==> src/hw/rtl/aes_ctr_ram.sv <==
// Generic single-port-write, single-read RAM with registered read data.
// No dependencies.
`default_nettype none

module aes_ctr_ram #(
  parameter int unsigned Width = 64,
  parameter int unsigned Depth = 22
) (
  input  wire logic                     clk_i,
  input  wire logic                     we_i,
  input  wire logic [$clog2(Depth)-1:0] waddr_i,
  input  wire logic [Width-1:0]         wdata_i,
  input  wire logic [$clog2(Depth)-1:0] raddr_i,
  output logic      [Width-1:0]         rdata_o
);

  logic [Width-1:0] mem [Depth];

  always_ff @(posedge clk_i) begin
    if (we_i) begin
      mem[waddr_i] <= wdata_i;
    end
    rdata_o <= mem[raddr_i];
  end

endmodule

`default_nettype wire

==> config.mk <==
export PLATFORM = sky130hd
export DESIGN_NAME = aes_ctr_ram
export DESIGN_NICKNAME = d
export VERILOG_FILES = /design/src/hw/rtl/aes_ctr_ram.sv
export SDC_FILE = /design/constraint.sdc
export NUM_CORES = 1
export LEC_CHECK = 0
export BUFFER_PORTS_ARGS = -buffer_cell sky130_fd_sc_hd__buf_2
export CAP_MARGIN = 20
export CORE_MARGIN = 10
export CORE_UTILIZATION = 62
export DETAILED_ROUTE_END_ITERATION = 7
export PLACE_DENSITY = 0.79
export SLEW_MARGIN = 20
export SYNTH_ARGS = -nofsm -noshare
export SYNTH_HDL_FRONTEND = slang
export SYNTH_SLANG_ARGS = --single-unit
==> constraint.sdc <==
create_clock -name clk_i -period 5 [get_ports clk_i]
set_input_delay 0 -clock clk_i [delete_from_list [all_inputs] [get_ports clk_i]]
set_output_delay 0 -clock clk_i [all_outputs]
set_load 0.03 [all_outputs]
# Word level (Yosys, flattened, before mapping)
# Memory sizes are Yosys's and may differ from the RTL's. A register that Yosys moved wholly into a read port is not among the register bits.
# Index checks and enable logic that the tools add are counted.
# word_totals
output_inout_bits	64
mem_count	1
regBits	0
ram_bits	1408
elab_cells	3
# memory_table
name	depth	width	read_ports	rd_clocked_by_memory_dff	wr	line	text
mem	22	64	1	1	1	17	logic [Width-1:0] mem [Depth];
# classes
n_mux	2
# op_table
cell	n
1-bit 2-to-1 mux	2

# Depth between registers and ports, before layout
# logic_depth
word_depth	2
depth_mapped	8
depth_no_buf	4

# Worst setup path before layout
# Ideal clock, no wire load.
# synth_timing
path_type	input port to flip-flop
start	in waddr_i[0]
end	mem mem[0][0], enable pin
path_buffers	1
slack_ns	1.207
arrival_ns	3.307
cell_stages	3
setup_ns	0.486
cell_sequence	or3b_2 -> clkbuf_1 -> nor2_1
# synth_rtl
element	line	text
from (decl)	11	input wire logic [$clog2(Depth)-1:0] waddr_i,
to (decl)	17	
# No word-level cell before the write port.

==> summary.txt <==
Fin. Hold Viols -> 0
Crit path largest cell delay -> 0.60 ns
final WL -> 125.7 mm
sequential-to-total area share from yosys stat -> 78.73%
clock slew at reported path FFs -> 0.06 ns
I/O pins -> 140
Post-CTS Setup Inserts -> 0
die footprint -> 101600 um2
number of max-cap violations -> 0
Synth area leader -> edfxtp_1
CP startpoint kind -> primary input
Mapped Nets -> 2827
EDFF count, synth -> 1408
vias per inst -> 6.526
register cell area after layout -> 43560 um2
Syn Inst Count -> 2751
fin crit share -> 50.95%
layout cells sized above 1 -> 17.29%
count of warnings emitted by yosys -> 0
cts hold-fix bufs -> 67
CP Data Required Time -> 5.59 ns
synthesized area per cell -> 20.11 um2
Synth Area in Simple Gates -> 2.738%
root buffer cell -> clkbuf_16
Final Wtd Congestion -> 0.7998
Slew HR -> 23.33%
setup TNS -> 0 ns
crit-path cells -> dlygate4sd3_1 -> buf_8 -> buf_12 -> mux4_2 -> nor2b_1 -> a211oi_1 -> nor2_1
post-layout net count -> 3076
switching power -> 5.206 mW
post-synthesis mux area share -> 13.31%
top cells by count, synth -> edfxtp_1, mux2i_1, a22oi_1
HPWL after DPL -> 64.11 mm
Multi-input gate area -> 11020 um2
status -> finished clean
clock tree buffer depth -> 3
Worst Hold Class -> in2reg
largest net degree at the start of global routing -> 104
Final setup violation count -> 0
first-iteration detailed-routing DRC count -> 3313
PortBufs -> 139
first-pass GRT wire length -> 186.8 mm
placed cells -> 3957
WL/cell -> 29.41 um
clock share of power -> 40.1%
dpl ws -> 2.367 ns
Yosys top cell area share -> 76.41%
RSZ-0062 raised after global routing -> false
Sw Ratio -> 20.70%
Worst Skew -> 0.02344 ns
fin cells -> 4272
Slowest cell on crit path -> buf_12
Std-Cell Rows -> 109
vias in the first global route -> 28920
H-tree depth -> 4
CP Capture Type -> register
fin crit period -> 2.548 ns
Die Y -> 318.7 um
initial antenna violation count -> 4
CP bufs+invs -> 3
# resized after CTS -> 0
die width -> 318.7 um
Peak supply drop -> 316.7 uV
Pre-antenna DRT Iters -> 5
power per cell area -> 403.1 nW/um2
complex-gate fraction of the synthesized area -> 3.473%
crit path max fanout -> 97
sequential share of power -> 54.8%
Num CTS Buffers -> 139
clk sinks -> 1472
initial core utilization -> 62.51%
worst path arrival time -> 3.13 ns
post-synthesis adder-cell area fraction -> 0%
Most used DFF post-synth -> edfxtp_1
post-synthesis xor/xnor area fraction -> 0%
most common cell in the synthesized netlist -> edfxtp_1
DRC viols -> 0
main combinational cell family by area after synthesis -> multiplexers
filler cell count -> 5049
Final WS setup -> 2.452 ns
ys async rst share -> 0%
Tot GR Track Use -> 24.63%
worst hold slack -> 0.1200 ns
Distinct cells, synth -> 28
Synth area leaders -> edfxtp_1, mux2i_1, mux4_2
Core Region -> 88510 um2
CTS tree -> done
Leak -> 20.86 nW
Int Power -> 19.95 mW
Final Max Slew Viols -> 0
aggregate global routing overflow -> 0
worst skew pair latency -> 0.74 ns
cell family with most CP delay -> buffers and inverters
Logic pwr share -> 5.1%
DRT antenna net count -> 0
area of the mapped netlist -> 55330 um2
fmax -> 392.5 MHz
area grow syn2layout -> 12.77%
Via Count -> 27880
WS Path Type -> in2reg
slew at the pin closest to its max-slew limit -> 1.147 ns
flip-flop and latch count after synthesis -> 1472
metal layers:
metal  GRT usage [%]  wire, um  vias up  part of all wire (%)
met3           4.845     12260      254                   9.8
met1           33.06     47350    14320                    38
li1                -         -    11710                     -
met4           8.495      3583        4                   2.9
met2           40.44     62440     1599                    50
met5               0        25        -                 0.020
sequential cells by signal, indices dropped and copies added (netlist names):
register / count
mem: 1408
rdata_o: 64
area by class of cell:
cell class / instances / area share, %
Timing Repair Buffer: 257 / 3.232
Clock inverter: 60 / 0.9164
Sequential cell: 1472 / 69.81
Multi-Input combinational cell: 1130 / 17.65
Antenna cell: 2 / 0.008021
Tap cell: 1165 / 2.336
Clock buffer: 186 / 6.042
cells in the final DEF, fill, tap and decap left out, types with 6 or more instances in the layout:
master / n
nor2_1: 66
edfxtp_1: 1408
inv_6: 6
clkinv_2: 23
dlygate4sd3_1: 67
clkbuf_16: 143
mux2i_1: 448
clkinv_1: 19
dfxtp_1: 64
buf_4: 32
nor2b_1: 64
buf_12: 18
mux4_2: 128
a22oi_1: 192
bufinv_16: 10
nand2_1: 66
buf_2: 136
nor2_4: 22
a211oi_1: 64
clkbuf_1: 40
nand4_1: 64
worst min-delay path, cell delays in order:
cell	delay, ns
buf_2	0.13
or3b_2	0.28
nor2_4	0.22
cells by family after synthesis:
kind of cell	count (synthesis)
muxes	576
buffers and inverters	149
DFF	1472
AOI/OAI and AO/OA	256
and+or+nand+nor	298
metrics by stage:
step | cell area, um2 | utilization [%] | power (mW)
3_5_place_dp | 57380 | 64.83 | 15.27
6_report | 62400 | 70.50 | 25.16
3_3_place_gp | 57350 | 64.79 | 15.22
4_1_cts | 62390 | 70.49 | 25.26
2_1_floorplan | 55330 | - | 14.78
5_1_grt | 62400 | 70.50 | 25.81
path summary, 6_finish.rpt:
check,from,to,slack [ns],depth (start not counted)
worst max-delay path,raddr_i[0],rdata_o[31],2.45,7
worst max register to register,mem[6][31],rdata_o[31],3.18,4
worst min register to register,mem[16][20],rdata_o[20],0.67,4
worst min-delay path,waddr_i[4],mem[7][21],0.12,3
power groups by stage:
stage               Clock [mW]  Combinational (mW)  Sequential [mW]
global placement             0                1.19             14.0
finish                    10.1                1.28             13.8
detailed placement           0                1.23             14.0
floorplan                    0               0.625             14.2
global route              10.7                1.36             13.8
CTS                       10.2                1.28             13.8
Power figures use the tool's default switching activity.
